`src/rtl/sobel_gradient_magnitude_direction_core_macros.svh`:
```
// assertion helpers for the sobel gradient core
`ifndef SOBEL_GRADIENT_MAGNITUDE_DIRECTION_CORE_MACROS_SVH
`define SOBEL_GRADIENT_MAGNITUDE_DIRECTION_CORE_MACROS_SVH
`ifndef SYNTHESIS
`define SGMD_ASSERT_SAME(lbl, clk, rst_n, ante, cons, msg) \
    lbl: assert property (@(posedge clk) disable iff (!rst_n) (ante) |-> (cons)) else $error(msg);
`define SGMD_ASSERT_NEXT(lbl, clk, rst_n, ante, cons, msg) \
    lbl: assert property (@(posedge clk) disable iff (!rst_n) (ante) |=> (cons)) else $error(msg);
`else
`define SGMD_ASSERT_SAME(lbl, clk, rst_n, ante, cons, msg)
`define SGMD_ASSERT_NEXT(lbl, clk, rst_n, ante, cons, msg)
`endif
`endif

```
`src/rtl/sgmd_pkg.sv`:
```
`timescale 1ns / 1ps
package sgmd_pkg;

    localparam logic CFG_IMAGE_WIDTH  = 1'b0;
    localparam logic CFG_IMAGE_HEIGHT = 1'b1;

    localparam logic [10:0] WIDTH_RESET  = 11'd640;
    localparam logic [11:0] HEIGHT_RESET = 12'd480;

    localparam logic [1:0] DIR_HORIZ = 2'd0;
    localparam logic [1:0] DIR_MINUS = 2'd1;
    localparam logic [1:0] DIR_PLUS  = 2'd2;
    localparam logic [1:0] DIR_VERT  = 2'd3;

    typedef struct packed {
        logic [7:0] pixel;
        logic       frame_start;
    } t_pix_in;

    typedef struct packed {
        logic [7:0] magnitude;
        logic [1:0] direction;
        logic       frame_last;
    } t_grad_out;

    typedef struct packed {
        logic signed [10:0] gx;
        logic signed [10:0] gy;
        logic               last;
    } t_grad;

    typedef enum logic [1:0] {
        B_IDLE,
        B_SUM,
        B_SQRT,
        B_OUT
    } t_back_state;

endpackage

```
`src/rtl/sgmd_queue.sv`:
```
`timescale 1ns / 1ps
module sgmd_queue import sgmd_pkg::*; (
    input  logic  i_clk,
    input  logic  i_rst_n,
    input  logic  i_push,
    input  t_grad i_data,
    input  logic  i_pop,
    output logic  o_full,
    output logic  o_valid,
    output t_grad o_data
);
    t_grad      r_ent [2];
    logic       r_wp;
    logic       r_rp;
    logic [1:0] r_cnt;

    assign o_full  = (r_cnt == 2'd2);
    assign o_valid = (r_cnt != 2'd0);
    assign o_data  = r_ent[r_rp];

    always_ff @(posedge i_clk) begin
        if (!i_rst_n) begin
            r_wp  <= 1'b0;
            r_rp  <= 1'b0;
            r_cnt <= '0;
        end else begin
            if (i_push) begin
                r_wp <= ~r_wp;
            end
            if (i_pop) begin
                r_rp <= ~r_rp;
            end
            r_cnt <= r_cnt + 2'(i_push) - 2'(i_pop);
        end
    end

    always_ff @(posedge i_clk) begin
        if (i_push) begin
            r_ent[r_wp] <= i_data;
        end
    end

endmodule

```
`config.mk`:
```
export PLATFORM = sky130hd
export DESIGN_NAME = sgmd_queue
export DESIGN_NICKNAME = d
export VERILOG_FILES = /design/src/rtl/sobel_gradient_magnitude_direction_core_macros.svh /design/src/rtl/sgmd_pkg.sv /design/src/rtl/sgmd_queue.sv
export SDC_FILE = /design/constraint.sdc
export NUM_CORES = 1
export LEC_CHECK = 0
export ABC_AREA = 1
export BUFFER_PORTS_ARGS = -buffer_cell sky130_fd_sc_hd__buf_4
export CAP_MARGIN = 20
export CELL_PAD_IN_SITES_DETAIL_PLACEMENT = 0
export CELL_PAD_IN_SITES_GLOBAL_PLACEMENT = 1
export CORE_AREA = 2 2 81 103
export DETAILED_ROUTE_END_ITERATION = 12
export DIE_AREA = 0 0 83 105
export GPL_ROUTABILITY_DRIVEN = 1
export PLACE_DENSITY_LB_ADDON = 0.3
export SKIP_LAST_GASP = 1
export SYNTH_ARGS = -nofsm -noshare
export SYNTH_HDL_FRONTEND = slang
export SYNTH_SLANG_ARGS = --single-unit
```
`constraint.sdc`:
```
create_clock -name i_clk -period 2.1 [get_ports i_clk]
set_input_delay 0.42 -clock i_clk [delete_from_list [all_inputs] [get_ports i_clk]]
set_output_delay 0.42 -clock i_clk [all_outputs]
set_load 0.1 [all_outputs]
```
* Yosys cells after proc, flatten, opt, wreduce, memory -nomap -nowiden
Memories as Yosys holds them, arrays and structs flattened. A register that Yosys moved wholly into a read port is not among the register bits. Index checks and enable logic that the tools add are counted.
Word-level totals: flip-flop bits (word level) 4, bits in writable memories 46, input bits 27, output and inout bits 25, logic and storage cells 14, memories 1
Memory list:
- r_ent | words 2, width 23, rd ports 1, clocked after Yosys merged registers in 1, wr ports 1, line sgmd_queue.sv:12 | t_grad r_ent [2];
Operators by class: $add $sub $neg 2, equal/unequal tests 1, muxes and demuxes 4, bitwise operators 2, reductions and logical operators 1
Operator list (count):
- $mux W1 | 4
- $add A2 B1 Y2 | 1
- $eq A2 B2 Y1 const B | 1
- $not A1 Y1 | 2
- $reduce_bool A2 Y1 | 1
- $sub A2 B1 Y2 | 1

* Longest topological paths before layout
Gate-level depths: netlist of the first run.
depth after elaboration 3, mapped depth 9, gate-level depth less buffers 9

* Least setup slack after synthesis of the first run
OpenSTA, ideal clock, no wires.
path kind reg-to-output, from register r_cnt[1], to output port o_full, arrival 1.616 ns, required time 1.680 ns, setup slack 0.064 ns, cell stages (with the launch flop) 3, path buffers 0, cells stage by stage dfxtp_1 -> inv_1 -> nor2_1
On the way: cells in the longest elaborated chain, start to end 1
Ends and longest elaborated chain:
- start, declared | line sgmd_queue.sv:15 | logic [1:0] r_cnt;
- start signal, assigned | line sgmd_queue.sv:33 | r_cnt <= r_cnt + 2'(i_push) - 2'(i_pop);
- $eq A2 B2 Y1 | line sgmd_queue.sv:17 | assign o_full = (r_cnt == 2'd2);
- end, declared | line sgmd_queue.sv:8 | output logic o_full,
Every way passes these cells.

==> metrics.cfg, run 1 <==
[critical_path]
critical_path_class = reg -> out
crit_slowest_cell = mux2_2
path_cells = buf_4 > mux2_2 > buf_4
critPathMaxFanout = 17
r2r_slack_ns = 0.82
r2r_cells = 8
rr_startpoint = r_cnt[0]$_SDFF_PN0_
cp_data_arrival_time_ns = 1.51
crit_path_max_incr_delay_ns = 0.39
required_ns = 1.68
path_common_cell = buf_4
r2r_end = r_cnt[1]$_SDFF_PN0_
critPathLaunchType = flip-flop
worst_setup_path_end_kind = output port

[timing]
worstMarginPinSlew_ns = 0.282
fin_tns_setup_ns = 0
hold_viol = 0
rsz0062_at_grt = false
finalSetupViolations = 0
relSlewSlack_pct = 81.4
fin_skew_ns = 0.00772
whs_ns = 0.297
fin_crit_sh_pct = 92.1
clock.fmax_ghz = 0.517
final.min_clock_period_ns = 1.93
fin_ws_ns = 0.167
maxSlewViolCount = 0

[clocking]
clock_sinks = 51
cts_buffers = 5
clkTransAtPathRegs_ns = 0.10
root_buffer = clkbuf_8
cts_buffer_depth = 2
cts-resized-gates = 0
hold_buffers = 0
worst_skew_pair.late_latency_ns = 0.30
cts_setup_buffers = 0
cts_tree = built
ctsHtreeMaxLevel = 2

[grt]
overflow = 0
grt.total_usage_pct = 8.52
grt_pass1_vias = 1166
grt_pass1_wl_um = 5710
antenna_found_initial = 0
grt_max_degree = 18

[drt]
drc = 0
vias = 1061
vias_per_cell = 4.05
wl_per_cell_um = 13.7
dr.pass1.iters = 4
postRouteAntennaNets = 0
drtIter0Drc = 43
route.final.wire_length_um = 3580

[cells_and_area]
final_nets = 195
n_fill_cell = 759
final_cells = 262
area_growth_pct = 32.6
antenna_cells = 0
fin_util_pct = 32.5
drive_above_1_share_pct = 52.7

[synthesis]
synthesis.area_um2 = 1890
synth_cells = 104
syn_nets = 133
ys_types = 10
postSynthRegisterBits = 51
seq_area_frac_synth_pct = 78.5
syn_avg_cell_area_um2 = 18.2
ys_warn_count = 0

[min_path]
min-delay-path-class = in -> reg
whs_path_depth = 1
hold-path-endpoint = r_ent[0][5]$_DFFE_PP_
hold_start = i_data[5]

[floorplanning]
fp-row-count = 36
die_x_um = 83
die_area_um2 = 8720
core_um2 = 7700
initial_core_util_pct = 24.5
die_h_um = 105
ios = 52

[placed_design]
dp_slack_ns = 0.476
dp_cells = 254
port-buffer-count = 51
dp_hpwl_um = 2590
gp_congestion = 0.682

[status]
status = complete, no violations

[pwr]
ir_drop_v = 0.000348
cellPowerDensity_nw_per_um2 = 935
leakagePower_nw = 0.974

[flow_run]
drv_cap = 0

through the flow:
step           power [mW]  cell area, um2
2_1_floorplan        1.67            1890
3_3_place_gp         1.81            2410
3_5_place_dp         1.82            2410
4_1_cts              2.38            2500
5_1_grt              2.45            2500
6_report             2.34            2500
worst max path at each step:
stage                      end  slack, ns  cells past startpoint
global route        o_data[16]        0.1                      3
CTS                 o_data[16]       0.13                      3
floorplan               o_full       0.06                      2
detailed placement  o_data[16]       0.48                      3
global placement    o_data[16]       0.49                      3
finish              o_data[16]       0.17                      3
kinds of logic after synthesis:
kind of cell    synth area share, %
compound gates                0.265
fa+ha+maj                      1.33
simple gates                   3.64
buf+inv                        2.58
mux                            13.7
flops                          78.5
cells in the final DEF (no fill, tap or decap):
cell type / instances
buf_4: 57
edfxtp_1: 46
mux2_2: 23
nand2_1: 9
inv_1: 7
nor2_1: 7
dfxtp_1: 5
clkbuf_8: 5
ha_1: 2
nor2_2: 1
a21oi_1: 1
nand3_1: 1
clkinvlp_4: 1
clkinv_4: 1
clkinv_1: 1
power breakdown:
part	switching (mW)	internal, mW
clock network	0.317	0.233
registers	0.0153	1.17
logic	0.454	0.153
total	0.787	1.55
layout make-up:
| class | instances | area [um2] | share of cell area [%] |
|---|---|---|---|
| sequential | 51 | 1480 | 59.2 |
| clock inverter | 3 | 20.0 | 0.800 |
| multi-input combinational | 44 | 360 | 14.4 |
| timing repair buffer | 57 | 428 | 17.1 |
| clock buffer | 5 | 68.8 | 2.75 |
| inverter | 7 | 26.3 | 1.05 |
| tap | 95 | 119 | 4.75 |
worst max-delay path, delay by kind of cell (launching register included):
family,cells,cell delay (ns)
buffers and inverters,2,0.49
DFF,1,0.34
muxes,1,0.39
sequential cells by signal, indices dropped and copies added (netlist names), named ones only:
| register | cells |
|---|---|
| r_rp | 1 |
| r_wp | 1 |
| r_cnt | 2 |
| r_ent | 46 |
layer usage:
metal / vias to the layer above / GRT usage, % / wire length, um / part of all wire [%]
li1: 502 / - / - / -
met3: 6 / 2.61 / 186 / 5.2
met4: 0 / 4.22 / 61 / 1.7
met2: 30 / 15.6 / 2050 / 57
met5: - / 0 / 0 / 0
met1: 523 / 8.65 / 1290 / 36
Yosys cell counts:
cell	count	share of area [%]
nor2_1	8	1.6
edfxtp_1	46	73
ha_1	2	1.3
dfxtp_1	5	5.3
nand3_1	1	0.26
inv_1	7	1.4
nand2_1	9	1.8
mux2_2	23	14
a21oi_1	1	0.26
buf_6	2	1.2
(Power assumes the default switching activity.)
==> run 2, diff against run 1 <==
CORE_AREA = 2 2 66 83   (was 2 2 81 103)
DIE_AREA = 0 0 68 85   (was 0 0 83 105)
RECOVER_POWER = 25   (was not set)
==> metrics.cfg, run 2 (same netlist as run 1, synthesis figures left out) <==
[critical_path]
path_delay_family = buffers and inverters
path_cells = buf_4 > mux2_2 > buf_4
crit_buf_inv = 2  ; unchanged
critPathMaxFanout = 9  ; -8
critical_path_class = reg -> out
required_ns = 1.68  ; about the same
path_common_cell = buf_4
cp_data_arrival_time_ns = 1.51  ; about the same
crit_slowest_cell = dfxtp_2
crit_path_max_incr_delay_ns = 0.41  ; +0.02 ns
worst_setup_path_end_kind = output port
critPathLaunchType = flip-flop

[floorplanning]
die_h_um = 85  ; -19%
die_x_um = 68  ; -18%
fp-row-count = 29  ; -19%
initial_core_util_pct = 37.7  ; +13 points
die_area_um2 = 5780  ; -34%
ios = 52  ; unchanged
core_um2 = 5010  ; -35%

[cells_and_area]
top_regs = r_ent x46, r_cnt x2
final_nets = 193  ; -1.0%
final_cell_mix = edfxtp_1 (46), buf_4 (38), mux2_2 (23)
area_growth_pct = 28.6
top_register = r_ent
stdcell_area_um2 = 2430  ; -3.0%
final_common_cell = edfxtp_1
antenna_cells = 0  ; unchanged
drive_above_1_share_pct = 50.6  ; -2.1 points
largest_reg_flops = 46  ; unchanged

[pwr]
power.switching_mw = 0.733  ; -6.8%
cellPowerDensity_nw_per_um2 = 938  ; +0.35%
internal_power_mw = 1.55  ; -0.56%
leakagePower_nw = 0.951  ; -2.4%
pwr-share-comb_pct = 26.1  ; +0.2 points
power_frac_clock_pct = 21.8  ; -1.7 points
ir_drop_v = 0.000489  ; +41%
p_sw_share_pct = 32.2  ; -1.4 points
power_frac_seq_pct = 52.1  ; +1.5 points

[clocking]
worst_skew_pair.late_latency_ns = 0.30  ; about the same
clkTransAtPathRegs_ns = 0.07  ; -0.03 ns
cts_tree = built
ctsHtreeMaxLevel = 2  ; unchanged
root_buffer = clkbuf_8
hold_buffers = 0  ; unchanged
clock_sinks = 51  ; unchanged
cts_buffer_depth = 2  ; unchanged
cts_setup_buffers = 0  ; unchanged
cts_buffers = 5  ; unchanged

[timing]
whs_ns = 0.314  ; +0.0168 ns
maxSlewViolCount = 0  ; unchanged
finalSetupViolations = 0  ; unchanged
fin_crit_sh_pct = 91.8  ; -0.32 points
hold_viol = 0  ; unchanged
rsz0062_at_grt = false
relSlewSlack_pct = 79.7  ; -1.7 points
fin_tns_setup_ns = 0  ; unchanged
fin_ws_ns = 0.173  ; +0.00665 ns
final.min_clock_period_ns = 1.93  ; -0.00665 ns
worstMarginPinSlew_ns = 0.305  ; +0.0228 ns
fin_skew_ns = 0.00875  ; +0.00103 ns
clock.fmax_ghz = 0.519  ; +0.35%

[drt]
vias_per_cell = 4.57  ; +13%
wl_per_cell_um = 13.6  ; -0.25%
vias = 1033  ; -2.6%
drc = 0  ; unchanged
route.final.wire_length_um = 3080  ; -14%
dr.pass1.iters = 4  ; unchanged
postRouteAntennaNets = 0  ; unchanged
drtIter0Drc = 33  ; -23%

[grt]
overflow = 0  ; unchanged
grt_max_degree = 19  ; +1
antenna_found_initial = 0  ; unchanged
grt_pass1_vias = 1047  ; -10%
grt_pass1_wl_um = 4660  ; -18%
grt.total_usage_pct = 11.3  ; +2.7 points

[placed_design]
port-buffer-count = 51  ; unchanged
gp_congestion = 0.602  ; -12%
postPlaceCellArea_um2 = 2360  ; -2.3%
dp_hpwl_um = 2280  ; -12%
dp_slack_ns = 0.357  ; -0.119 ns

[min_path]
min-delay-path-class = in -> reg

[status]
status = complete, no violations

[flow_run]
drv_cap = 0  ; unchanged

==> run 2: changes by cell type in the layout (fill, tap and decap cells not counted) <==
| cell | before | now |
|---|---|---|
| clkinv_4 | 1 | 0 |
| clkbuf_1 | 0 | 4 |
| clkbuf_4 | 0 | 15 |
| buf_4 | 57 | 38 |
| dfxtp_1 | 5 | 4 |
| dfxtp_2 | 0 | 1 |
| clkinv_1 | 1 | 0 |
| clkinvlp_4 | 1 | 0 |
==> run 2: cell type report <==
class | instances | area, um2
Clock buffer | 7 | 76.3
Fill cell | 433 | 2580
Inverter | 7 | 26.3
Multi-Input combinational cell | 44 | 360
Sequential cell | 51 | 1480
Tap cell | 62 | 77.6
Timing Repair Buffer | 55 | 405
==> run 2: metal layers <==
metal  vias to the layer above  part of all wire, %  track usage [%]
met5                         -                    0                0
met3                         6                  6.6             4.24
li1                        496                    -                -
met2                        32                   55             19.2
met1                       499                   37             11.9
met4                         0                  1.8             5.45
==> run 2: repair_timing <==
action,4_1_cts,5_1_grt
endpoints found under the setup margin,0,12
hold endpoints to repair,0,0
gates resized for setup,0,1
==> run 2: power groups by stage <==
stage          clock, mW  combinational (mW)  sequential [mW]
6_report           0.498               0.594             1.19
5_1_grt            0.571               0.622             1.19
4_1_cts            0.519               0.604             1.19
3_5_place_dp           0               0.602             1.21
3_3_place_gp           0               0.596             1.21
2_1_floorplan          0               0.464             1.21
==> run 2: final timing paths <==
path	startpoint	end	slack, ns	cells after the start
max reg2reg	r_wp$_SDFFE_PN0P_	r_ent[1][14]$_DFFE_PP_	0.83	3
min	i_data[9]	r_ent[1][9]$_DFFE_PP_	0.31	1
max	flip-flop	o_data[19]	0.17	3
min reg2reg	r_rp$_SDFFE_PN0P_	r_rp$_SDFFE_PN0P_	0.51	2
==> run 2: per-stage QoR <==
| step | std cells | power [mW] | utilization [%] |
|---|---|---|---|
| CTS | 226 | 2.31 | 48.6 |
| detailed placement | 219 | 1.81 | 47.1 |
| floorplan | 104 | 1.67 | - |
| global route | 226 | 2.39 | 48.5 |
| finish | 226 | 2.28 | 48.5 |
| global placement | 219 | 1.80 | 47.1 |
