### src/rtl/sobel_gradient_magnitude_direction_core_macros.svh
// assertion helpers for the sobel gradient core
`ifndef SOBEL_GRADIENT_MAGNITUDE_DIRECTION_CORE_MACROS_SVH
`define SOBEL_GRADIENT_MAGNITUDE_DIRECTION_CORE_MACROS_SVH
`ifndef SYNTHESIS
`define SGMD_ASSERT_SAME(lbl, clk, rst_n, ante, cons, msg) \
    lbl: assert property (@(posedge clk) disable iff (!rst_n) (ante) |-> (cons)) else $error(msg);
`define SGMD_ASSERT_NEXT(lbl, clk, rst_n, ante, cons, msg) \
    lbl: assert property (@(posedge clk) disable iff (!rst_n) (ante) |=> (cons)) else $error(msg);
`else
`define SGMD_ASSERT_SAME(lbl, clk, rst_n, ante, cons, msg)
`define SGMD_ASSERT_NEXT(lbl, clk, rst_n, ante, cons, msg)
`endif
`endif

### src/rtl/sgmd_pkg.sv
`timescale 1ns / 1ps
package sgmd_pkg;

    localparam logic CFG_IMAGE_WIDTH  = 1'b0;
    localparam logic CFG_IMAGE_HEIGHT = 1'b1;

    localparam logic [10:0] WIDTH_RESET  = 11'd640;
    localparam logic [11:0] HEIGHT_RESET = 12'd480;

    localparam logic [1:0] DIR_HORIZ = 2'd0;
    localparam logic [1:0] DIR_MINUS = 2'd1;
    localparam logic [1:0] DIR_PLUS  = 2'd2;
    localparam logic [1:0] DIR_VERT  = 2'd3;

    typedef struct packed {
        logic [7:0] pixel;
        logic       frame_start;
    } t_pix_in;

    typedef struct packed {
        logic [7:0] magnitude;
        logic [1:0] direction;
        logic       frame_last;
    } t_grad_out;

    typedef struct packed {
        logic signed [10:0] gx;
        logic signed [10:0] gy;
        logic               last;
    } t_grad;

    typedef enum logic [1:0] {
        B_IDLE,
        B_SUM,
        B_SQRT,
        B_OUT
    } t_back_state;

endpackage

### src/rtl/sgmd_back.sv
`timescale 1ns / 1ps
`include "sobel_gradient_magnitude_direction_core_macros.svh"
module sgmd_back import sgmd_pkg::*; (
    input  logic      i_clk,
    input  logic      i_rst_n,
    input  logic      i_q_valid,
    input  t_grad     i_q_data,
    output logic      o_q_pop,
    output logic      o_out_valid,
    input  logic      i_out_stall,
    output t_grad_out o_out_data
);
    t_back_state r_state, n_state;
    logic [20:0] r_gx2, r_gy2;
    logic [21:0] r_s2;
    logic [19:0] r_d2, r_ax2;
    logic        r_ay_gt, r_gx_zero, r_neg, r_last;
    logic [21:0] r_v;
    logic [1:0]  r_dir;
    logic [7:0]  r_root;
    logic [2:0]  r_idx;
    logic        r_ovalid;
    t_grad_out   r_out;

    logic [9:0]  ax, ay;
    logic [10:0] s_ax_ay;
    logic [9:0]  d_ay_ax;
    logic [19:0] ax_sq, ay_sq, d_sq;
    logic [21:0] s_sq;
    logic [21:0] sum_v;
    logic [1:0]  dir;
    logic [7:0]  t_try;
    logic [15:0] t_sq;
    logic        out_free;

    assign out_free = !r_ovalid || !i_out_stall;
    assign o_q_pop  = (r_state == B_IDLE) && i_q_valid;

    always_comb begin
        ax      = i_q_data.gx[10] ? 10'(-i_q_data.gx) : i_q_data.gx[9:0];
        ay      = i_q_data.gy[10] ? 10'(-i_q_data.gy) : i_q_data.gy[9:0];
        s_ax_ay = 11'(ax) + 11'(ay);
        d_ay_ax = ay - ax;
        // squares of magnitudes, operands widened to the product width
        ax_sq   = 20'(ax) * 20'(ax);
        ay_sq   = 20'(ay) * 20'(ay);
        d_sq    = 20'(d_ay_ax) * 20'(d_ay_ax);
        s_sq    = 22'(s_ax_ay) * 22'(s_ax_ay);
    end

    always_comb begin
        sum_v = 22'(r_gx2) + 22'(r_gy2);
        if (r_gx_zero) begin
            dir = DIR_VERT;
        end else if (r_s2 < {1'b0, r_ax2, 1'b0}) begin
            dir = DIR_HORIZ;
        end else if (r_ay_gt && ({1'b0, r_d2} > {r_ax2, 1'b0})) begin
            dir = DIR_VERT;
        end else begin
            dir = r_neg ? DIR_MINUS : DIR_PLUS;
        end
        t_try = r_root | (8'd1 << r_idx);
        t_sq  = t_try * t_try;
    end

    always_comb begin
        n_state = r_state;
        unique case (r_state)
            B_IDLE: if (i_q_valid) n_state = B_SUM;
            B_SUM:  n_state = (sum_v >= 22'd65536) ? B_OUT : B_SQRT;
            B_SQRT: if (r_idx == 3'd0) n_state = B_OUT;
            B_OUT:  if (out_free) n_state = B_IDLE;
            default: n_state = B_IDLE;
        endcase
    end

    always_ff @(posedge i_clk) begin
        if (!i_rst_n) begin
            r_state  <= B_IDLE;
            r_ovalid <= 1'b0;
        end else begin
            r_state <= n_state;
            if (r_state == B_OUT && out_free) begin
                r_ovalid <= 1'b1;
            end else if (!i_out_stall) begin
                r_ovalid <= 1'b0;
            end
        end
    end

    always_ff @(posedge i_clk) begin
        unique case (r_state)
            B_IDLE: begin
                r_gx2     <= 21'(ax_sq);
                r_gy2     <= 21'(ay_sq);
                r_s2      <= s_sq;
                r_d2      <= d_sq;
                r_ax2     <= ax_sq;
                r_ay_gt   <= ay > ax;
                r_gx_zero <= i_q_data.gx == '0;
                r_neg     <= (i_q_data.gy != '0) && (i_q_data.gx[10] != i_q_data.gy[10]);
                r_last    <= i_q_data.last;
            end
            B_SUM: begin
                r_v    <= sum_v;
                r_dir  <= dir;
                r_idx  <= 3'd7;
                r_root <= (sum_v >= 22'd65536) ? 8'd255 : 8'd0;
            end
            // one result bit per cycle, msb first
            B_SQRT: begin
                if (22'(t_sq) <= r_v) begin
                    r_root <= t_try;
                end
                r_idx <= r_idx - 3'd1;
            end
            B_OUT: begin
                if (out_free) begin
                    r_out.magnitude  <= r_root;
                    r_out.direction  <= r_dir;
                    r_out.frame_last <= r_last;
                end
            end
            default: ;
        endcase
    end

    assign o_out_valid = r_ovalid;
    assign o_out_data  = r_out;

    `SGMD_ASSERT_NEXT(a_out_loads, i_clk, i_rst_n, r_state == B_OUT && !r_ovalid, r_ovalid, "result not loaded")
    `SGMD_ASSERT_NEXT(a_sqrt_ends, i_clk, i_rst_n, r_state == B_SQRT && r_idx == 3'd0, r_state == B_OUT, "root did not finish")
    `SGMD_ASSERT_SAME(a_sqrt_range, i_clk, i_rst_n, r_state == B_SQRT, r_v < 22'd65536, "saturated value entered root")

endmodule

### config.mk
export PLATFORM = sky130hd
export DESIGN_NAME = sgmd_back
export DESIGN_NICKNAME = d
export VERILOG_FILES = /design/src/rtl/sgmd_pkg.sv /design/src/rtl/sgmd_back.sv
export VERILOG_INCLUDE_DIRS = /design/src /design/src/rtl
export SDC_FILE = /design/constraint.sdc
export NUM_CORES = 1
export LEC_CHECK = 0
export BUFFER_PORTS_ARGS = -buffer_cell sky130_fd_sc_hd__clkbuf_2
export CORE_MARGIN = 2
export CORE_UTILIZATION = 70
export CTS_CLUSTER_DIAMETER = 40
export CTS_CLUSTER_SIZE = 12
export DETAILED_ROUTE_END_ITERATION = 7
export PLACE_DENSITY = 0.95
export SLEW_MARGIN = 5
export SYNTH_ARGS = -nofsm -noshare
export SYNTH_HDL_FRONTEND = slang
export SYNTH_SLANG_ARGS = --single-unit
### constraint.sdc
create_clock -name i_clk -period 18.3 [get_ports i_clk]
set_clock_uncertainty 0.2 [all_clocks]
set_input_delay 3.66 -clock i_clk [delete_from_list [all_inputs] [get_ports i_clk]]
set_output_delay 3.66 -clock i_clk [all_outputs]
set_load 0.05 [all_outputs]
# After elaboration in Yosys (flattened, before gate mapping)
# Cells that the tools add are included.
[classes]
addsub = 6
n_mul = 5
order_cmp = 5
n_eq_ne = 9
shift = 1
muxes = 16
bitwise = 1
reduce_logical = 15
[ops]
columns = ["cell", "n"]
rows = [
  ["$mul 10x10->20", 3],
  ["$le 16x22->1", 1],
  ["$lt 22x21->1", 1],
  ["$mul 11x11->22", 1],
  ["$add 20x20->21", 1],
  ["$ge 21x17->1 const B", 1],
  ["$gt 20x21->1", 1],
  ["$mux 10", 2],
  ["$neg 10->10", 2],
  ["$mul 8x8->16", 1],
  ["$mux 8", 2],
  ["$pmux 8 s2", 1],
  ["$mux 2", 6],
  ["$add 10x10->11", 1],
  ["$logic_not 11->1", 1],
  ["$reduce_bool 11->1", 1],
  ["$gt 10x10->1", 1],
  ["$sub 10x10->10", 1],
  ["$ne 2x2->1 const B", 4],
  ["$or 8x8->8", 1],
  ["$pmux 2 s4", 1],
  ["$shl 1x3->8 const A", 1],
  ["$pmux 3 s2", 1],
  ["$eq 2x2->1 const B", 2],
  ["other kinds (13)", 20],
]
[totals]
regBits = 135
in_bits = 27
output_inout_bits = 13
word_cells = 75

# Depth between registers and ports, before layout
# Gate-level depths: netlist (run 1).
[logic_depth]
word_depth = 6
ltp_mapped = 36

# Least setup slack after synthesis (run 1)
# No wires, ideal clock.
[synth_timing]
path_kind = "input to register"
start = "input port i_q_data[1] in the netlist's numbering"
end = "register r_s2[21], data pin"
setup_ns = 0.263
arrival_ns = 11.511
path_slack_ns = 6.326
stages = 33
n_path_buf = 2
path_cell_list = "inv_1 > clkbuf_1 > ha_1 > nand2b_1 > o21ai_0 > xor2_1 > inv_1 > ha_1 > clkbuf_1 > a21boi_0 > o21ai_0 > a211oi_1 > nor2_1 > xnor2_1 > nor2_1 > fa_1 > inv_1 > fa_1 > inv_1 > fa_1 > fa_1 > inv_1 > fa_1 > inv_1 > ha_1 > a21o_1 > a21o_1 > a21oi_1 > o21ai_0 > a21oi_1 > a21oi_1 > a311oi_1 > xnor2_1"
[synth_via]
elab_chain_cells = 4
[synth_rtl]
columns = ["element", "line", "text"]
rows = [
  ["from (decl)", "sgmd_back.sv:7", "input t_grad i_q_data,"],
  ["$neg 10->10", "sgmd_back.sv:41", "ay = i_q_data.gy[10] ? 10'(-i_q_data.gy) : i_q_data.gy[9:0];"],
  ["$mux 10 (*)", "sgmd_back.sv:41", ""],
  ["$add 10x10->11 (*)", "sgmd_back.sv:42", "s_ax_ay = 11'(ax) + 11'(ay);"],
  ["$mul 11x11->22 (*)", "sgmd_back.sv:48", "s_sq = 22'(s_ax_ay) * 22'(s_ax_ay);"],
  ["via s_sq[21]", "sgmd_back.sv:29", "logic [21:0] s_sq;"],
  ["to (signal assigned)", "sgmd_back.sv:96", "r_s2 <= s_sq;"],
  ["to (decl)", "sgmd_back.sv:15", "logic [21:0] r_s2;"],
]
# The timed path passes the listed nets; every way through them passes the cells marked *.
# A chain may end at the register's enable or synchronous reset.

# Worst setup path in the final report (run 1)
[layout_timing]
start = "input port i_q_data[1] in the netlist's numbering"
end = "register r_s2[20], data pin"
# The elaborated chain is that of the path after synthesis.

==> results of run 1 <==
-- worst max-delay path, delay by kind of cell --
kind / cells / cell delay [ps]
XOR/XNOR: 2 / 1390
buffers and inverters: 7 / 1370
adder cells (fa/ha/maj): 8 / 3530
AND/OR/NAND/NOR: 4 / 600
AO/OA/AOI/OAI: 11 / 2590
-- layout make-up --
| type | instances | area [µm²] |
|---|---|---|
| well taps | 384 | 480 |
| repair buffers | 57 | 330 |
| clock inverters | 14 | 131 |
| multi-input cells | 1548 | 14500 |
| fillers | 1801 | 7150 |
| clock buffers | 18 | 429 |
| inverters | 428 | 1610 |
| flip-flops and latches | 129 | 3840 |
-- per-layer routing --
layer / vias up / share of wire / global-route usage
met1: 7634 / 0.37 / 0.403
li1: 7143 / - / -
met4: 0 / 0.064 / 0.196
met3: 239 / 0.073 / 0.0513
met5: - / 0 / 0
met2: 768 / 0.49 / 0.580
-- worst min path at each step --
stage,startpoint,endpoint,cells past startpoint
2_1_floorplan,r_last,o_out_data[0],0
3_3_place_gp,r_last,o_out_data[0],0
3_5_place_dp,r_last,o_out_data[0],0
4_1_cts,r_last,o_out_data[0],0
5_1_grt,r_dir[1],o_out_data[2],0
6_report,r_last,o_out_data[0],0
-- metrics by stage --
step,setup WS [ps],utilization,cells
floorplan,6330,-,2141
global placement,5390,0.729,2546
detailed placement,5000,0.729,2546
CTS,5420,0.749,2578
global route,4600,0.749,2578
finish,5130,0.749,2578
-- layout by cell type, fill, tap and decap left out, types with 18 or more instances in the layout --
cell        n
edfxtp_1  126
nor2_1    209
fa_1      227
buf_4      18
a21oi_1   107
xor2_1     35
xnor2_1   113
clkbuf_2   39
ha_1      320
nand2_1   133
nand3_1    21
o21ai_0    54
nor3_1     28
inv_1     422
nand2b_1   27
a21o_1     45
-- kinds of logic (layout without fill, tap and decap cells) --
group / Yosys count / in the layout / synth area share
AOI/OAI and AO/OA: 340 / 340 / 0.113
xor gates and xnor gates: 149 / 149 / 0.0653
adders and majority gates: 548 / 548 / 0.426
buffers and inverters: 464 / 517 / 0.0881
DFF: 129 / 129 / 0.191
muxes: 6 / 6 / 0.00324
other: 1 / 2 / 0.000187
and+or+nand+nor: 503 / 503 / 0.113
-- sequential cells by signal, indices dropped and copies added (netlist names) --
signal / flops
o_out_data: 11
o_out_valid: 1
r_ax2: 19
r_ay_gt: 1
r_d2: 19
r_dir: 2
r_gx_zero: 1
r_gy2: 19
r_idx: 3
r_last: 1
r_neg: 1
r_root: 8
r_s2: 20
r_state: 2
r_v: 21
==> impl_results.md, run 1 <==
- Outcome: finished clean
- Total negative slack: 0 ps
- Share of cells above drive strength 1: 0.0547
- Warnings from Yosys: 0
- Largest net degree at the start of global routing: between 80 and 90
- Chip Height: roughly 170 µm
- Worst Hold Class: flip-flop to flip-flop
- Avg Vias per Cell: 6.12
- Max_slew headroom: 0.263
- DR iter-0 viols: roughly 1400
- CTS tree: built
- Worst EP required: 18290 ps
- I/O pin count: 40
- Setup violations, final: 0
- DRC: 0
- Post-cts resize count: 0
- Port Buf Inserts: 39
- Crit Path Class: input pin to flip-flop
- Clock buffers created by TritonCTS: 17
- Clk buf depth: 2
- Reg2reg end: r_root[0]
- RSZ-0062 raised after global routing: no
- Synth cell types: 78
- First-pass GRT wire length: ~81000 µm
- Critical-path maximum fanout: 15
- Post-synth EDFFs: 126
- Most frequent cell after synthesis: inv_1
- Full die area: ~30000 µm²
- Part of the Yosys area used for sequential elements: 0.191
- # diodes: 0
- Chip Width: 173 µm
- Top post-synthesis cells by area: fa_1, ha_1, edfxtp_1
- Yosys reg bits: 129
- WP data arrival: 13160 ps
- Nets: between 2000 and 3000
- CTS root buf: clkbuf_16
- F_max: 75.9 MHz
- Flop2flop setup slack: 10660 ps
- CP dominant cell by count: inv_1
- CORE AREA: 28500 µm²
- Number of cell rows: 62
- Pre-antenna DRT Iters: 6
- Crit. End Element: flip-flop
- Initial core utilization: 0.706
- Period utilization: 0.720
- Number of global-route vias before repair: 16700
- Mapped cell area: between 20000 and 25000 µm²
- CP endpoint: r_s2[20]
- Top cell type's share of synthesized area: 0.226
- Final wirelength: slightly below 50000 µm
- Synth cell count leaders: inv_1, ha_1, fa_1, nor2_1, nand2_1
- Worst Max-Slew Pin Slew: 1100 ps
- Post-CTS Setup Bufs: 0
- FFs w/ async S/R, synth: 0
- Total congestion overflow: 0
- # hold bufs at CTS: 0
- DP Area: 20800 µm²
- Clock latency on the worst-skew pair: 430 ps
- Post-route ant nets: 0
- Total GRT Usage: 0.337
- Setup crit start kind: input pin
- Mapped Cells: between 2000 and 2500
- Synth area leader: fa_1
- Design area: 21300 µm²
- Avg Inst Size Synth: 9.39 µm²
- Clk pin slew, worst setup/hold paths: 60 ps
- Area growth, synth to finish: 6.09%
- Vias: about 16000
- Fin. max-slew vios: 0
- Max Cap Viol: 0
- Prevailing post-synth register cell: edfxtp_1
- CTS H-tree depth: 4
- Dpl hpwl: 40200 µm
- WHS: 226 ps
- Worst r2r src: r_idx[1]
- Slowest cell on crit path: xnor2_1
- CTS Sinks: 129
- GP Congestion: approximately 0.96
- CP peak stage delay: 750 ps
- Initial antenna violation count: 0
- Min Clock Period, post-route: 13170 ps
- Final hold vios: 0
- Critical Path Start: i_q_data[1]
- Avg WL per Cell: 19.1 µm
- Reg2reg path depth: 26
Power of run 1 is left out: the tool's default activity adds up to more than one toggle a clock period on the data nets, which glitch-free logic cannot reach.
==> run 2: changes to the inputs <==
--- a/config.mk
+++ b/config.mk
@@ -6,13 +6,14 @@
 export SDC_FILE = /design/constraint.sdc
 export NUM_CORES = 1
 export LEC_CHECK = 0
+export ABC_AREA = 1
 export BUFFER_PORTS_ARGS = -buffer_cell sky130_fd_sc_hd__clkbuf_2
 export CORE_MARGIN = 2
-export CORE_UTILIZATION = 70
+export CORE_UTILIZATION = 60
 export CTS_CLUSTER_DIAMETER = 40
 export CTS_CLUSTER_SIZE = 12
 export DETAILED_ROUTE_END_ITERATION = 7
-export PLACE_DENSITY = 0.95
+export PLACE_DENSITY = 0.91
 export SLEW_MARGIN = 5
 export SYNTH_ARGS = -nofsm -noshare
 export SYNTH_HDL_FRONTEND = slang
==> constraint.sdc (replaced) <==
create_clock -name i_clk -period 11.8 [get_ports i_clk]
set_clock_uncertainty 0.2 [all_clocks]
set_input_delay 2.36 -clock i_clk [delete_from_list [all_inputs] [get_ports i_clk]]
set_output_delay 2.36 -clock i_clk [all_outputs]
set_load 0.05 [all_outputs]
==> impl_results.md, run 2 <==
- Outcome: finished clean
- Final wirelength: 51100 µm
- Most frequent cell after synthesis: inv_1
- Reg2reg end: r_root[6]
- Part of the Yosys area used for sequential elements: 0.183
- Reg2reg path depth: 29
- Warnings from Yosys: 0
- Post-CTS Setup Bufs: 0
- FFs w/ async S/R, synth: 0
- Avg Vias per Cell: 5.62
- Dpl hpwl: 42800 µm
- # hold bufs at CTS: 0
- CTS tree: built
- # diodes: 0
- Avg Inst Size Synth: 8.32 µm²
- Met3 Wirelength: 4100 µm
- RSZ-0062 raised after global routing: no
- Yosys reg bits: 129
- DRC: 0
- Clock latency on the worst-skew pair: 440 ps
- Largest regs: r_v x21, r_s2 x20
- CP peak stage delay: 560 ps
- Max_slew headroom: 0.236
- CORE AREA: 34500 µm²
- Worst r2r src: r_idx[0]
- I/O pin count: 40
- Synth Area in Simple Gates: 0.172
- Mapped Cells: 2522
- Crit Path Class: input pin to flip-flop
- Most common cell after layout, fill and taps aside: inv_1
- Total congestion overflow: 0
- Final hold vios: 0
- Worst Max-Slew Pin Slew: between 1000 and 1500 ps
- Clock buffers created by TritonCTS: 17
- Worst EP required: about 12000 ps
- GP Congestion: 0.976
- Port Buf Inserts: 39
- Clk pin slew, worst setup/hold paths: 60 ps
- Met1 WL: approximately 21000 µm
- Top post-synthesis cells by area: fa_1, ha_1, edfxtp_1
- Multiplexer area fraction after synthesis: 0
- Critical-path maximum fanout: 14
- Mapped cell area: between 20000 and 25000 µm²
- Largest reg by FF count: r_v
- Largest family of logic cells by synthesized area: adder cells
- Synth cell count leaders: inv_1, nand2_1, ha_1, fa_1, nor2_1
- Period utilization: 0.834
- Crit. End Element: flip-flop
- Number of cell rows: 68
- Hold-critical path endpoint: o_out_data[2]
- Min Clock Period, post-route: 9840 ps
- WP data arrival: 9810 ps
- First-pass GRT wire length: 84600 µm
- Number of global-route vias before repair: 17600
- Avg WL per Cell: 16.8 µm
- Post-synthesis adder-cell area fraction: 0.408
- Area growth, synth to finish: 6.23%
- Clk buf depth: 2
- Share of cells above drive strength 1: 0.0579
- Nets: between 3000 and 4000
- Chip Width: 191 µm
- Total GRT Usage: 0.291
- DR iter-0 viols: between 1000 and 1500
- Slowest cell on crit path: fa_1
- Met2 WL: 24200 µm
- CTS Sinks: between 100 and 150
- CTS root buf: clkbuf_16
- Chip Height: 191 µm
- F_max: ~100 MHz
- Fin. max-slew vios: 0
- Setup crit start kind: input pin
- Worst Hold Class: flip-flop to flip-flop
- Top cell type's share of synthesized area: 0.217
- Critical Path Start: i_q_data[1]
- Initial core utilization: 0.609
- Synth cell types: 60
- Vias: 17000
- Flop2flop setup slack: 4390 ps
- WHS Path Cells: 0
- Synth area leader: fa_1
- Largest net degree at the start of global routing: 84
- Commonest non-fill, non-tap cells in the layout: inv_1, nand2_1, ha_1
- CTS H-tree depth: 4
- Prevailing post-synth register cell: edfxtp_1
- Max Cap Viol: 0
- Post-route ant nets: 0
- Post-synthesis compound-gate area fraction: 0.0776
- Post-synthesis xor/xnor area fraction: 0.0494
- Post-synth EDFFs: 126
- Post-cts resize count: 0
- Full die area: 36500 µm²
- Total negative slack: 0 ps
- Number of flip-flops in the largest register: 21
- Uppermost layer routed: met4
- Initial antenna violation count: 1
- CP dominant cell by count: inv_1
- Setup violations, final: 0
- FILL cells: 2672
- Worst Hold Launch: r_dir[1]
- Pre-antenna DRT Iters: 6
-- run 2: cell count changes after synthesis, sizes merged, moves of 16 or more --
cell,previous run,this run
nand2,133,459
inv,424,577
xor2,35,89
xnor2,114,25
a21o,46,10
nand2b,27,0
a21oi,107,146
clkbuf,29,12
or3,17,1
nand3,21,78
o21ai,54,80
-- run 2: layout make-up --
| class | count | area, µm² | area share |
|---|---|---|---|
| well taps | 455 | 569 | 0.0256 |
| inverters | 583 | 2190 | 0.0984 |
| multi-input cells | 1791 | 14800 | 0.666 |
| clock buffers | 18 | 429 | 0.0193 |
| flip-flops and latches | 129 | 3840 | 0.173 |
| clock inverters | 13 | 186 | 0.00837 |
| repair buffers | 41 | 210 | 0.00944 |
-- run 2: per-stage QoR --
step / util / hold slack [ps] / instances / cell area [µm²] / worst slack, ps
final: 0.647 / 221 / 3030 / 22300 / 1960
after global routing: 0.647 / 239 / 3030 / 22300 / 1390
after CTS: 0.647 / 224 / 3030 / 22300 / 2090
after detailed placement: 0.629 / 211 / 2999 / 21700 / 1650
after global placement: 0.629 / 207 / 2999 / 21700 / 1920
after floorplan: - / 200 / 2523 / 21000 / 2360
-- run 2: layer usage --
metal  vias to the layer above  global-route usage
li1                       8044                   -
met1                      8088               0.377
met2                       745               0.484
met3                       153              0.0457
met4                         0               0.128
met5                         -                   0
-- run 2: worst max path at each step --
stage | slack (ps) | cells after the start | to
6_report | 1960 | 34 | r_s2[14]
3_5_place_dp | 1650 | 32 | r_s2[14]
4_1_cts | 2090 | 34 | r_s2[14]
5_1_grt | 1390 | 32 | r_s2[19]
2_1_floorplan | 2360 | 33 | r_s2[14]
3_3_place_gp | 1920 | 34 | r_s2[14]
-- run 2: worst max-delay path, delay by kind of cell --
family | cells | cell delay, ps
xor gates and xnor gates | 1 | 150
adders and majority gates | 8 | 3780
buffers and inverters | 10 | 1210
AOI/OAI and AO/OA | 7 | 1340
and+or+nand+nor | 8 | 960
-- run 2: kinds of logic (layout without fill, tap and decap cells) --
group           count (synthesis)  count (layout)
fa+ha+maj                     548             548
flops                         129             129
simple gates                  842             842
buf+inv                       603             655
xor+xnor                      114             114
other cells                     1               2
compound gates                285             285
Power of run 2 is left out for the same reason.
==> run 3: changes to the inputs <==
--- a/config.mk
+++ b/config.mk
@@ -9,11 +9,11 @@
 export ABC_AREA = 1
 export BUFFER_PORTS_ARGS = -buffer_cell sky130_fd_sc_hd__clkbuf_2
 export CORE_MARGIN = 2
-export CORE_UTILIZATION = 60
+export CORE_UTILIZATION = 66
 export CTS_CLUSTER_DIAMETER = 40
 export CTS_CLUSTER_SIZE = 12
 export DETAILED_ROUTE_END_ITERATION = 7
-export PLACE_DENSITY = 0.91
+export PLACE_DENSITY = 0.94
 export SLEW_MARGIN = 5
 export SYNTH_ARGS = -nofsm -noshare
 export SYNTH_HDL_FRONTEND = slang
==> constraint.sdc (replaced) <==
create_clock -name i_clk -period 9.1 [get_ports i_clk]
set_clock_uncertainty 0.2 [all_clocks]
set_input_delay 1.82 -clock i_clk [delete_from_list [all_inputs] [get_ports i_clk]]
set_output_delay 1.82 -clock i_clk [all_outputs]
set_load 0.05 [all_outputs]
==> impl_results.md, run 3 (same netlist as run 2, synthesis figures left out) <==
- Avg WL per Cell: 16.9 µm
- FILL cells: between 2000 and 2500
- Area growth, synth to finish: 7.05%
- CP dominant cell by count: fa_1
- Clk buf depth: 2
- F_max: between 100 and 150 MHz
- Number of cell rows: 65
- Largest net degree at the start of global routing: 83
- Min Clock Period, post-route: 8620 ps
- Final wirelength: 50800 µm
- GP Congestion: 1.00
- Worst EP required: 9090 ps
- Crit. End Element: flip-flop
- Largest regs: r_v x21, r_s2 x20
- Critical-path maximum fanout: 7
- Commonest non-fill, non-tap cells in the layout: inv_1, nand2_1, ha_1
- DRC: 0
- Worst r2r src: r_idx[0]
- Full die area: about 33000 µm²
- # diodes: 0
- Chip Width: 182 µm
- CP endpoint: r_s2[19]
- Nets: about 3200
- Reg2reg end: r_root[1]
- Clk pin slew, worst setup/hold paths: roughly 70 ps
- Global routing usage on met3: 0.0467
- Total congestion overflow: 0
- Total GRT Usage: 0.314
- Dpl hpwl: 42600 µm
- CTS root buf: clkbuf_16
- CTS tree: built
- Critical Path Start: i_q_data[12]
- # hold bufs at CTS: 0
- WP data arrival: approximately 8600 ps
- Total negative slack: 0 ps
- Largest reg by FF count: r_v
- Max Cap Viol: 0
- CTS Sinks: 129
- Setup crit start kind: input pin
- Setup violations, final: 0
- Slowest cell on crit path: fa_1
- Share of cells above drive strength 1: 0.0735
- Worst Max-Slew Pin Slew: 1140 ps
- First-pass GRT wire length: 83500 µm
- I/O pin count: 40
- Grt met1 use: 0.392
- Chip Height: 182 µm
- Vias: 17400
- Flop2flop setup slack: 1840 ps
- Reg2reg path depth: 26
- CTS H-tree depth: 4
- Initial core utilization: 0.668
- Clock buffers created by TritonCTS: 17
- Avg Vias per Cell: between 5 and 6
- Worst Hold Class: flip-flop to flip-flop
- Met2 Use GR: 0.549
- Number of flip-flops in the largest register: 21
- Final hold vios: 0
- Clock latency on the worst-skew pair: 430 ps
- Port Buf Inserts: 39
- Initial antenna violation count: 0
- Crit Path Class: input pin to flip-flop
- Outcome: finished clean
- DR iter-0 viols: 1456
- Most Crowded Layer GR: met2
- Pre-antenna DRT Iters: 6
- Most common cell after layout, fill and taps aside: inv_1
- Post-route ant nets: 0
- CORE AREA: 31400 µm²
- Fin. max-slew vios: 0
- Period utilization: 0.947
- RSZ-0062 raised after global routing: no
- Number of global-route vias before repair: 17700
- Max_slew headroom: 0.230
- CP peak stage delay: 560 ps
[run 3: repair_timing]
item | CTS | global route
setup buffers | 0 | 1
gates resized for setup | 0 | 7
endpoints found under the setup margin | 0 | 8
[run 3: how the worst min path moves through the flow]
stage / endpoint / cells after the start / start
6_report: o_out_data[0] / 0 / r_last
5_1_grt: o_out_data[0] / 0 / r_last
4_1_cts: o_out_data[0] / 0 / r_last
3_5_place_dp: o_out_data[0] / 0 / r_last
3_3_place_gp: o_out_data[0] / 0 / r_last
2_1_floorplan: o_out_data[0] / 0 / r_last
[run 3: critical path, delay by kind of cell]
kind	cells	cell delay, ps
AOI/OAI and AO/OA	1	380
xor gates and xnor gates	1	60
adders and majority gates	7	3490
buffers and inverters	5	490
and+or+nand+nor	15	2350
[run 3: layer usage]
metal,wire [µm],part of all wire,vias to the layer above
met5,0,0,-
met4,2350,0.046,0
met3,3840,0.075,182
met2,24900,0.49,809
met1,19700,0.39,8271
li1,-,-,8118
[run 3: area by class of cell]
| class | count | area [µm²] | area share |
|---|---|---|---|
| timing repair buffer | 76 | 473 | 0.0211 |
| clock inverter | 15 | 144 | 0.00641 |
| multi-input combinational | 1791 | 14900 | 0.662 |
| inverter | 583 | 2190 | 0.0977 |
| tap | 402 | 503 | 0.0224 |
| sequential | 129 | 3840 | 0.171 |
| clock buffer | 17 | 425 | 0.0189 |
[run 3: stage by stage]
stage | area (µm²) | instances | utilization | hold slack (ps) | worst slack [ps]
floorplan | 21000 | 2523 | - | 200 | 203
global placement | 21900 | 2980 | 0.696 | 208 | 214
detailed placement | 21900 | 2980 | 0.696 | 208 | 0.199
CTS | 22400 | 3012 | 0.714 | 224 | 437
global route | 22500 | 3013 | 0.715 | 232 | 9.75
finish | 22500 | 3013 | 0.715 | 221 | 485
Power of run 3 is left out for the same reason.
